$ cat config.mk
export PLATFORM = sky130hd
export DESIGN_NAME = content_length_extractor
export DESIGN_NICKNAME = d
export VERILOG_FILES = /design/src/cle_pkg.sv /design/src/cle_match.sv /design/src/cle_capture.sv /design/src/content_length_extractor.sv
export SDC_FILE = /design/constraint.sdc
export NUM_CORES = 1
export LEC_CHECK = 0
export ABC_AREA = 0
export BUFFER_PORTS_ARGS = -buffer_cell sky130_fd_sc_hd__buf_2
export CAP_MARGIN = 20
export CORE_ASPECT_RATIO = 1.5
export CORE_MARGIN = 3
export CORE_UTILIZATION = 30
export DETAILED_ROUTE_END_ITERATION = 10
export HOLD_SLACK_MARGIN = 0.03
export PLACE_DENSITY = 0.46
export SLEW_MARGIN = 20
export SYNTH_ARGS = -nofsm -noshare
export SYNTH_HDL_FRONTEND = slang
export SYNTH_SLANG_ARGS = --single-unit
$ cat constraint.sdc
create_clock -name clk -period 8 [get_ports clk]
set_input_delay 0.4 -clock clk [delete_from_list [all_inputs] [get_ports clk]]
set_output_delay 0.4 -clock clk [all_outputs]
set_load 0.1 [all_outputs]
$ cat src/cle_pkg.sv
// Shared package for the Content-Length extractor: codes, character constants,
// the name table and the structs for the top level, matcher and capture unit.
// No dependencies.
package cle_pkg;

  localparam int MAX_KEPT_CHARS_DEF = 13;
  localparam int NAME_LEN           = 17;
  localparam int POS_W              = 5;

  // Result status codes
  localparam logic [1:0] ST_FOUND    = 2'd0;
  localparam logic [1:0] ST_NONE     = 2'd1;
  localparam logic [1:0] ST_TOO_LONG = 2'd2;

  // Capture phases
  localparam logic [1:0] PH_IDLE    = 2'd0;
  localparam logic [1:0] PH_SKIP    = 2'd1;
  localparam logic [1:0] PH_COLLECT = 2'd2;

  // Conversion phases (atoi)
  localparam logic [1:0] CV_LEAD   = 2'd0;
  localparam logic [1:0] CV_DIGITS = 2'd1;
  localparam logic [1:0] CV_DONE   = 2'd2;

  // Name variants
  localparam logic [1:0] VAR_UPPER_L = 2'd0;  // Content-Length
  localparam logic [1:0] VAR_LOWER_L = 2'd1;  // Content-length
  localparam logic [1:0] VAR_LOWER   = 2'd2;  // content-length

  localparam logic [7:0] CH_NUL   = 8'h00;
  localparam logic [7:0] CH_TAB   = 8'h09;
  localparam logic [7:0] CH_LF    = 8'h0A;
  localparam logic [7:0] CH_VT    = 8'h0B;
  localparam logic [7:0] CH_FF    = 8'h0C;
  localparam logic [7:0] CH_CR    = 8'h0D;
  localparam logic [7:0] CH_SPACE = 8'h20;
  localparam logic [7:0] CH_PLUS  = 8'h2B;
  localparam logic [7:0] CH_MINUS = 8'h2D;
  localparam logic [7:0] CH_ZERO  = 8'h30;
  localparam logic [7:0] CH_NINE  = 8'h39;
  localparam logic [7:0] CH_UC_C  = 8'h43;
  localparam logic [7:0] CH_LC_C  = 8'h63;
  localparam logic [7:0] CH_UC_L  = 8'h4C;
  localparam logic [7:0] CH_LC_L  = 8'h6C;

  localparam logic [POS_W-1:0] POS_FIRST_LETTER = POS_W'(2);
  localparam logic [POS_W-1:0] POS_L_LETTER     = POS_W'(10);
  localparam logic [POS_W-1:0] POS_LAST         = POS_W'(NAME_LEN - 1);

  localparam logic [31:0] MAG_LIMIT = 32'h8000_0000;
  localparam logic [31:0] INT_MAX   = 32'h7FFF_FFFF;

  // Expected byte at each name position ("\r\nContent-Length:")
  function automatic logic [7:0] name_char(input logic [POS_W-1:0] p);
    logic [7:0] c;
    case (p)
      5'd0:    c = CH_CR;
      5'd1:    c = CH_LF;
      5'd2:    c = CH_UC_C;
      5'd3:    c = 8'h6F;  // o
      5'd4:    c = 8'h6E;  // n
      5'd5:    c = 8'h74;  // t
      5'd6:    c = 8'h65;  // e
      5'd7:    c = 8'h6E;  // n
      5'd8:    c = 8'h74;  // t
      5'd9:    c = CH_MINUS;
      5'd10:   c = CH_UC_L;
      5'd11:   c = 8'h65;  // e
      5'd12:   c = 8'h6E;  // n
      5'd13:   c = 8'h67;  // g
      5'd14:   c = 8'h74;  // t
      5'd15:   c = 8'h68;  // h
      5'd16:   c = 8'h3A;  // :
      default: c = CH_NUL;
    endcase
    return c;
  endfunction

  // Signed value from a saturated magnitude
  function automatic logic [31:0] final_value(input logic neg, input logic [31:0] mag);
    logic [31:0] v;
    if (neg) begin
      v = 32'd0 - mag;
    end else if (mag > INT_MAX) begin
      v = INT_MAX;
    end else begin
      v = mag;
    end
    return v;
  endfunction

  typedef struct packed {
    logic       fire;
    logic       last;
    logic [7:0] data;
  } step_t;

  typedef struct packed {
    logic       valid;
    logic [1:0] variant;
  } hit_t;

  typedef struct packed {
    logic [1:0]  status;
    logic [31:0] value;
  } result_t;

endpackage

$ cat src/cle_match.sv
// Name matcher: tracks CR LF followed by one of the three Content-Length spellings.
// Depends on cle_pkg.
module cle_match (
  input  logic          clk,
  input  logic          rst_n,
  input  cle_pkg::step_t step,
  output cle_pkg::hit_t  hit
);

  logic [cle_pkg::POS_W-1:0] pos_r, pos_nxt;
  logic [1:0]                seen_r, seen_nxt;

  always_comb begin
    logic adv;
    adv      = 1'b0;
    seen_nxt = seen_r;
    pos_nxt  = pos_r;
    hit      = '0;
    if (pos_r == cle_pkg::POS_FIRST_LETTER) begin
      if (step.data == cle_pkg::CH_UC_C) begin
        seen_nxt = cle_pkg::VAR_UPPER_L;
        adv      = 1'b1;
      end else if (step.data == cle_pkg::CH_LC_C) begin
        seen_nxt = cle_pkg::VAR_LOWER;
        adv      = 1'b1;
      end
    end else if (pos_r == cle_pkg::POS_L_LETTER) begin
      if (step.data == cle_pkg::CH_UC_L && seen_r == cle_pkg::VAR_UPPER_L) begin
        adv = 1'b1;
      end else if (step.data == cle_pkg::CH_LC_L) begin
        seen_nxt = (seen_r == cle_pkg::VAR_UPPER_L) ? cle_pkg::VAR_LOWER_L
                                                     : cle_pkg::VAR_LOWER;
        adv      = 1'b1;
      end
    end else if (step.data == cle_pkg::name_char(pos_r)) begin
      adv = 1'b1;
    end

    if (!adv) begin
      // a CR can always open a new match
      pos_nxt = (step.data == cle_pkg::CH_CR) ? cle_pkg::POS_W'(1) : '0;
    end else if (pos_r == cle_pkg::POS_LAST) begin
      pos_nxt     = '0;
      hit.valid   = step.fire;
      hit.variant = seen_nxt;
    end else begin
      pos_nxt = pos_r + 1'b1;
    end
  end

  always_ff @(posedge clk) begin
    if (!rst_n) begin
      pos_r  <= '0;
      seen_r <= '0;
    end else if (step.fire) begin
      if (step.last) begin
        pos_r  <= '0;
        seen_r <= '0;
      end else begin
        pos_r  <= pos_nxt;
        seen_r <= seen_nxt;
      end
    end
  end

endmodule

$ cat src/cle_capture.sv
// Value capture and atoi conversion, per-variant result table and final selection.
// Depends on cle_pkg; takes the match hit from cle_match.
module cle_capture #(
  parameter int MAX_KEPT_CHARS = cle_pkg::MAX_KEPT_CHARS_DEF
) (
  input  logic             clk,
  input  logic             rst_n,
  input  cle_pkg::step_t   step,
  input  cle_pkg::hit_t    hit,
  output cle_pkg::result_t res
);

  localparam int KW = $clog2(MAX_KEPT_CHARS + 1);

  logic [1:0]    phase_r, phase_nxt;
  logic [1:0]    cvar_r, cvar_nxt;
  logic [KW-1:0] kept_r, kept_nxt;
  logic [1:0]    conv_r, conv_nxt;
  logic          neg_r, neg_nxt;
  logic [31:0]   run_r, run_nxt;
  logic [2:0]    found_r, found_nxt;
  logic [2:0]    vstat_r, vstat_nxt;
  logic [31:0]   vval_r [3];
  logic [31:0]   vval_nxt [3];

  always_comb begin
    logic        is_digit;
    logic        fin;
    logic        fin_err;
    logic [35:0] prod;
    logic [1:0]  wvar;
    logic        wneg;
    logic [31:0] wrun;

    phase_nxt = phase_r;
    cvar_nxt  = cvar_r;
    kept_nxt  = kept_r;
    conv_nxt  = conv_r;
    neg_nxt   = neg_r;
    run_nxt   = run_r;
    found_nxt = found_r;
    vstat_nxt = vstat_r;
    for (int i = 0; i < 3; i++) vval_nxt[i] = vval_r[i];

    is_digit = (step.data >= cle_pkg::CH_ZERO) && (step.data <= cle_pkg::CH_NINE);
    prod     = {1'b0, run_r, 3'b000} + {3'b000, run_r, 1'b0}
             + {32'd0, step.data[3:0] - cle_pkg::CH_ZERO[3:0]};
    fin      = 1'b0;
    fin_err  = 1'b0;

    case (phase_r)
      cle_pkg::PH_SKIP: phase_nxt = cle_pkg::PH_COLLECT;
      cle_pkg::PH_COLLECT: begin
        if (step.data == cle_pkg::CH_CR || step.data == cle_pkg::CH_LF ||
            step.data == cle_pkg::CH_NUL) begin
          fin = 1'b1;
        end else if (step.data != cle_pkg::CH_SPACE) begin
          if (kept_r >= KW'(MAX_KEPT_CHARS)) begin
            fin     = 1'b1;
            fin_err = 1'b1;
          end else begin
            kept_nxt = kept_r + 1'b1;
            case (conv_r)
              cle_pkg::CV_LEAD: begin
                if (step.data == cle_pkg::CH_PLUS || step.data == cle_pkg::CH_MINUS) begin
                  neg_nxt  = (step.data == cle_pkg::CH_MINUS);
                  conv_nxt = cle_pkg::CV_DIGITS;
                end else if (is_digit) begin
                  run_nxt  = {28'd0, step.data[3:0]};
                  conv_nxt = cle_pkg::CV_DIGITS;
                end else if (step.data != cle_pkg::CH_TAB && step.data != cle_pkg::CH_VT &&
                             step.data != cle_pkg::CH_FF) begin
                  conv_nxt = cle_pkg::CV_DONE;
                end
              end
              cle_pkg::CV_DIGITS: begin
                if (is_digit) begin
                  run_nxt = (prod > {4'd0, cle_pkg::MAG_LIMIT}) ? cle_pkg::MAG_LIMIT
                                                               : prod[31:0];
                end else begin
                  conv_nxt = cle_pkg::CV_DONE;
                end
              end
              default: ;
            endcase
          end
        end
      end
      default: ;
    endcase

    if (fin) begin
      for (int i = 0; i < 3; i++) begin
        if (cvar_r == 2'(i)) begin
          vstat_nxt[i] = fin_err;
          vval_nxt[i]  = fin_err ? 32'd0 : cle_pkg::final_value(neg_r, run_r);
        end
      end
      phase_nxt = cle_pkg::PH_IDLE;
      cvar_nxt  = '0;
      kept_nxt  = '0;
      conv_nxt  = cle_pkg::CV_LEAD;
      neg_nxt   = 1'b0;
      run_nxt   = '0;
    end

    // first occurrence of a variant opens a new capture
    if (hit.valid) begin
      for (int i = 0; i < 3; i++) begin
        if (hit.variant == 2'(i) && !found_r[i]) begin
          found_nxt[i] = 1'b1;
          phase_nxt    = cle_pkg::PH_SKIP;
          cvar_nxt     = hit.variant;
          kept_nxt     = '0;
          conv_nxt     = cle_pkg::CV_LEAD;
          neg_nxt      = 1'b0;
          run_nxt      = '0;
        end
      end
    end

    // close an open capture at the end of the header
    wvar = cvar_nxt;
    wneg = neg_nxt;
    wrun = run_nxt;
    if (step.last && phase_nxt != cle_pkg::PH_IDLE) begin
      for (int i = 0; i < 3; i++) begin
        if (wvar == 2'(i)) begin
          vstat_nxt[i] = 1'b0;
          vval_nxt[i]  = cle_pkg::final_value(wneg, wrun);
        end
      end
    end

    res.status = cle_pkg::ST_NONE;
    res.value  = '0;
    if (found_nxt[0]) begin
      res.status = vstat_nxt[0] ? cle_pkg::ST_TOO_LONG : cle_pkg::ST_FOUND;
      res.value  = vstat_nxt[0] ? 32'd0 : vval_nxt[0];
    end else if (found_nxt[1]) begin
      res.status = vstat_nxt[1] ? cle_pkg::ST_TOO_LONG : cle_pkg::ST_FOUND;
      res.value  = vstat_nxt[1] ? 32'd0 : vval_nxt[1];
    end else if (found_nxt[2]) begin
      res.status = vstat_nxt[2] ? cle_pkg::ST_TOO_LONG : cle_pkg::ST_FOUND;
      res.value  = vstat_nxt[2] ? 32'd0 : vval_nxt[2];
    end
  end

  always_ff @(posedge clk) begin
    if (!rst_n) begin
      phase_r <= cle_pkg::PH_IDLE;
      cvar_r  <= '0;
      kept_r  <= '0;
      conv_r  <= cle_pkg::CV_LEAD;
      neg_r   <= 1'b0;
      run_r   <= '0;
      found_r <= '0;
      vstat_r <= '0;
      for (int i = 0; i < 3; i++) vval_r[i] <= '0;
    end else if (step.fire) begin
      if (step.last) begin
        phase_r <= cle_pkg::PH_IDLE;
        cvar_r  <= '0;
        kept_r  <= '0;
        conv_r  <= cle_pkg::CV_LEAD;
        neg_r   <= 1'b0;
        run_r   <= '0;
        found_r <= '0;
        vstat_r <= '0;
        for (int i = 0; i < 3; i++) vval_r[i] <= '0;
      end else begin
        phase_r <= phase_nxt;
        cvar_r  <= cvar_nxt;
        kept_r  <= kept_nxt;
        conv_r  <= conv_nxt;
        neg_r   <= neg_nxt;
        run_r   <= run_nxt;
        found_r <= found_nxt;
        vstat_r <= vstat_nxt;
        for (int i = 0; i < 3; i++) vval_r[i] <= vval_nxt[i];
      end
    end
  end

endmodule

$ cat src/content_length_extractor.sv
// Content-Length extractor, top level. A byte is registered at input, then
// processed into the result register; the last byte's result is loaded there
// when no earlier result waits to be taken. One byte per cycle, set by
// the single pass of matcher and capture logic between the two registers, while
// no last byte waits. Reset (rst_n, synchronous, active low) clears the matcher,
// capture state and result table; every last byte returns it there.
module content_length_extractor #(
  parameter int MAX_KEPT_CHARS = cle_pkg::MAX_KEPT_CHARS_DEF
) (
  input  logic               clk,
  input  logic               rst_n,
  input  logic               in_valid,
  output logic               in_ready,
  input  logic [7:0]         in_header_byte,
  input  logic               in_last_byte,
  output logic               out_valid,
  input  logic               out_ready,
  output logic [1:0]         out_status,
  output logic signed [31:0] out_length_value
);

  // Input stage: one byte held for processing
  logic       stg_v_r, stg_v_nxt;
  logic [7:0] stg_byte_r;
  logic       stg_last_r;

  // Result register
  logic        out_v_r, out_v_nxt;
  logic [1:0]  out_status_r;
  logic [31:0] out_value_r;

  logic             out_free;
  logic             fire;
  cle_pkg::step_t   step;
  cle_pkg::hit_t    hit;
  cle_pkg::result_t res;

  // Only a last byte needs room in the result register; all other bytes
  // move through regardless of the output side.
  assign out_free = !out_v_r || out_ready;
  assign fire     = stg_v_r && (!stg_last_r || out_free);
  assign in_ready = !stg_v_r || fire;

  assign step.fire = fire;
  assign step.last = stg_last_r;
  assign step.data = stg_byte_r;

  cle_match u_match (
    .clk   (clk),
    .rst_n (rst_n),
    .step  (step),
    .hit   (hit)
  );

  cle_capture #(
    .MAX_KEPT_CHARS (MAX_KEPT_CHARS)
  ) u_capture (
    .clk   (clk),
    .rst_n (rst_n),
    .step  (step),
    .hit   (hit),
    .res   (res)
  );

  always_comb begin
    stg_v_nxt = stg_v_r;
    if (in_valid && in_ready) begin
      stg_v_nxt = 1'b1;
    end else if (fire) begin
      stg_v_nxt = 1'b0;
    end

    out_v_nxt = out_v_r;
    if (fire && stg_last_r) begin
      out_v_nxt = 1'b1;
    end else if (out_ready) begin
      out_v_nxt = 1'b0;
    end
  end

  always_ff @(posedge clk) begin
    if (!rst_n) begin
      stg_v_r <= 1'b0;
      out_v_r <= 1'b0;
    end else begin
      stg_v_r <= stg_v_nxt;
      out_v_r <= out_v_nxt;
    end
  end

  // payload registers, no reset needed
  always_ff @(posedge clk) begin
    if (in_valid && in_ready) begin
      stg_byte_r <= in_header_byte;
      stg_last_r <= in_last_byte;
    end
    if (fire && stg_last_r) begin
      out_status_r <= res.status;
      out_value_r  <= res.value;
    end
  end

  assign out_valid        = out_v_r;
  assign out_status       = out_status_r;
  assign out_length_value = out_value_r;

  // A byte that is not the last never waits on the output side.
  assert property (@(posedge clk) disable iff (!rst_n)
    (stg_v_r && !stg_last_r) |-> in_ready)
    else $error("non-final byte stalled");

  // A result only appears after a last-byte transaction was processed.
  assert property (@(posedge clk) disable iff (!rst_n)
    $rose(out_v_r) |-> $past(fire && stg_last_r))
    else $error("result without a final byte");

  // Processing the last byte always yields a result in the next cycle.
  assert property (@(posedge clk) disable iff (!rst_n)
    (fire && stg_last_r) |=> out_v_r)
    else $error("final byte produced no result");

  // Length is zero unless a field was found.
  assert property (@(posedge clk) disable iff (!rst_n)
    (out_v_r && out_status_r != cle_pkg::ST_FOUND) |-> (out_value_r == 32'd0))
    else $error("nonzero length with error status");

endmodule
==> summary.txt <==
Flow run
  – Max-cap viol count: 0

Placed design
  – Placed Cells: ~2700
  – HPWL Detailed: 48900 um
  – Placer Congestion: between 0.9 and 1
  – Port Buf Inserts: 48
  – Pre-CTS setup slack: 1130 ps

Yosys
  – Synthesized cell area: 0.0164 mm2
  – Post-synth EDFFs: 139
  – Register bit total from synthesis: 204
  – Synthesized area per cell: 7.96 um2
  – Distinct cells, synth: 90
  – Async set or reset register ratio after synthesis: 0%
  – Sequential area share after synthesis: around a third
  – Cell count after synthesis: ~2100
  – Top_reg_cell synth: edfxtp_1
  – Synth warn: 0
  – Syn Nets: 2154

Die
  – Die X: between 150 and 200 um
  – Die ar.: about 0.058 mm2
  – Die H: 292 um
  – Row cnt: 104
  – Core ar.: 0.0539 mm2
  – I/O pins: 49
  – Initial core utilization: 30.4%

Power and ir drop
  – Leak: between 6 and 7 nW
  – Combinational share of power: roughly 6.4%
  – Power per cell area: 135 mW/mm2
  – NetSw: between 0.0006 and 0.0007 W
  – Clock power frac: 45.8%
  – Sequential share of power: 47.9%
  – Sw Ratio: roughly a quarter
  – Total Power: about 0.0025 W
  – Cell Int Power: ~0.0019 W
  – Max IR drop VDD: ~0.17 mV

Routing
  – Vias: 16600
  – Drt first-iter violations: 1453
  – Post-route ant nets: 0
  – Pre-antenna DRT Iters: 7
  – WL final: 67500 um
  – Drt wl/cell: 24.6 um
  – DR DRC count: 0
  – Vias per cell: just over 6

Worst setup path
  – Critical Path RT: 8300 ps
  – CP endpoint kind: flop
  – CP max FO: 20
  – Data arrival time of the worst path: 7280 ps
  – CP startpoint kind: flop
  – Crit Path Class: flop to flop

Status
  – Status: completed

STA
  – Actual slew at the worst max-slew pin: around 1100 ps
  – Relative slew slack: between 20% and 30%
  – Peak Freq: 143 MHz
  – Final Hold Viols: 0
  – Post-Route Setup TNS: 0 ps
  – Clock Skews: 27.5 ps
  – Pins Over Slew Limit: 0
  – Final setup vio count: 0
  – RSZ-0062 raised after global routing: false
  – Fin crit share: 87.2%
  – Min Clock Period, post-route: 6980 ps
  – Fin worst setup slack: 1020 ps

Layout
  – Fillcell total: 5780
  – Layout Nets: approximately 2100
  – Final Non-Filler Cells: 2747
  – Layout cells sized above 1: under 10%
  – Seq. cell area: between 0.005 and 0.006 mm2
  – Layout area overhead: 11.1%
  – Multi-input logic area: ~0.01 mm2
  – Ant. Diodes: 0
  – Finished Core Util: 33.8%

Global routing
  – Largest net degree at the start of global routing: 69
  – Remaining global-route overflow: 0
  – First-pass GRT wire length: 102000 um
  – Initial antenna violation count: 0
  – Gr usage total: 22.8%
  – Vias in the first global route: 16100

Clock network
  – CTS Buffer Depth: 3
  – CTS Buf Count: 23
  – Depth of the CTS H-tree: 1
  – Clock Latency Late Sink: around 540 ps
  – Setup bufs post-CTS: 0
  – Clock root buffer: clkbuf_16
  – Cts repair resizes: 0
  – Clock tree sinks: a little over 200
  – Hold_buf cts: 9
  – CTS clk-pin slew, worst paths: 70 ps
  – CTS tree: built

Min path
  – Worst hold path type: input port to flop
-- path summary, 6_finish.rpt --
| kind | from | end | slack, ps | cells after the start |
|---|---|---|---|---|
| worst min-delay path | in_valid | stg_v_r | 140 | 3 |
| worst max register to register | stg_byte_r[3] | out_length_value[24] | 1020 | 22 |
| worst min register to register | u_capture.vstat_r[2] | u_capture.vstat_r[2] | 460 | 2 |
| worst max-delay path | stg_byte_r[3] | out_length_value[24] | 1020 | 22 |
-- synth_stat cells (39+ instances only) --
cell / n / area (um2)
a211oi_1: 64 / 480
dfxtp_1: 65 / 1300
inv_1: 42 / 158
nand2_1: 226 / 848
a21oi_1: 204 / 1020
nand3_1: 39 / 195
edfxtp_1: 139 / 4170
ha_1: 81 / 1010
nor3_1: 62 / 310
nor2_1: 256 / 961
o21ai_0: 159 / 796
clkbuf_1: 123 / 462
-- sequential cells by signal, summed over array words and instances, names as in the netlist, named ones only --
register,cells
u_capture.neg_r,1
u_capture.vstat_r,3
u_capture.vval_r,96
u_match.seen_r,2
u_capture.run_r,32
u_capture.conv_r,2
out_status,2
out_length_value,32
stg_last_r,1
u_match.pos_r,5
u_capture.phase_r,2
stg_v_r,1
u_capture.found_r,3
stg_byte_r,8
u_capture.cvar_r,2
u_capture.kept_r,4
out_valid,1
-- final cells by class --
cell class	instances	share of cell area, %
multi-input combinational	1665	56.3
tap	689	4.74
clock buffer	26	3.22
sequential	204	30.1
clock inverter	15	0.969
inverter	42	0.880
timing repair buffer	106	3.83
-- through the flow --
step / area [um2] / hold slack [ps]
after detailed placement: 17400 / 451
after floorplan: 16400 / 434
after global placement: 17400 / 447
final: 18200 / 143
after global routing: 18200 / 158
after CTS: 18200 / 117
-- layer usage --
metal | vias to the layer above | wire length (um) | global-route usage (%)
met5 | - | 0 | 0
met4 | 0 | 2860 | 8.94
met3 | 120 | 2960 | 1.76
met2 | 567 | 34000 | 40.9
met1 | 8220 | 27700 | 28.2
li1 | 7715 | - | -
-- placed cells by master, fill, tap and decap left out, types with 21 or more instances in the layout --
master,Yosys,routed
o21a_1,21,21
a21o_1,25,25
nor2_1,256,254
o22ai_1,22,22
a31oi_1,22,22
ha_1,81,81
a21oi_1,204,204
dfxtp_1,65,65
a211oi_1,64,63
mux2i_1,36,36
nor4_1,21,21
nor3_1,62,61
buf_2,8,48
nand4_1,29,29
clkbuf_16,0,23
nand2_1,226,224
xnor2_1,28,28
nand3_1,39,38
inv_1,42,41
o211ai_1,24,24
a22oi_1,25,25
and2_1,21,21
buf_4,1,49
o21ai_0,159,159
edfxtp_1,139,139
-- critical path, cell delays in order, from the launching register on --
cell       delay (ps)
edfxtp_1          540
inv_1             230
fa_1              570
fa_1              490
nand2b_1          210
a21oi_1           400
o211ai_1          250
and3_1            200
a2111oi_1         840
or2_2             240
nor4_1             60
a31oi_1           180
buf_4             290
o31ai_1           120
and2_1            200
inv_1             110
ha_1              200
nand2_1           170
or3_1             490
nor3_1            290
xnor2_1           190
a221oi_1          120
a211o_1           340
-- kinds of logic (layout without fill, tap and decap cells) --
logic type / count (synthesis) / after routing / synth area share (%)
xor gates and xnor gates: 42 / 42 / 2.24
adders and majority gates: 83 / 83 / 6.43
and+or+nand+nor: 782 / 782 / 22.6
DFF: 204 / 204 / 33.4
AOI/OAI and AO/OA: 719 / 719 / 28.5
muxes: 39 / 39 / 2.40
buffers and inverters: 189 / 189 / 4.41
-- power groups by stage --
stage | logic (W) | registers [W] | clock network [W]
6_report | 0.000156 | 0.00118 | 0.00113
5_1_grt | 0.000168 | 0.00118 | 0.00118
4_1_cts | 0.000157 | 0.00118 | 0.00115
3_5_place_dp | 0.000153 | 0.00120 | 0
3_3_place_gp | 0.000153 | 0.00120 | 0
2_1_floorplan | 0.0000698 | 0.00124 | 0
(Power assumes the default switching activity.)
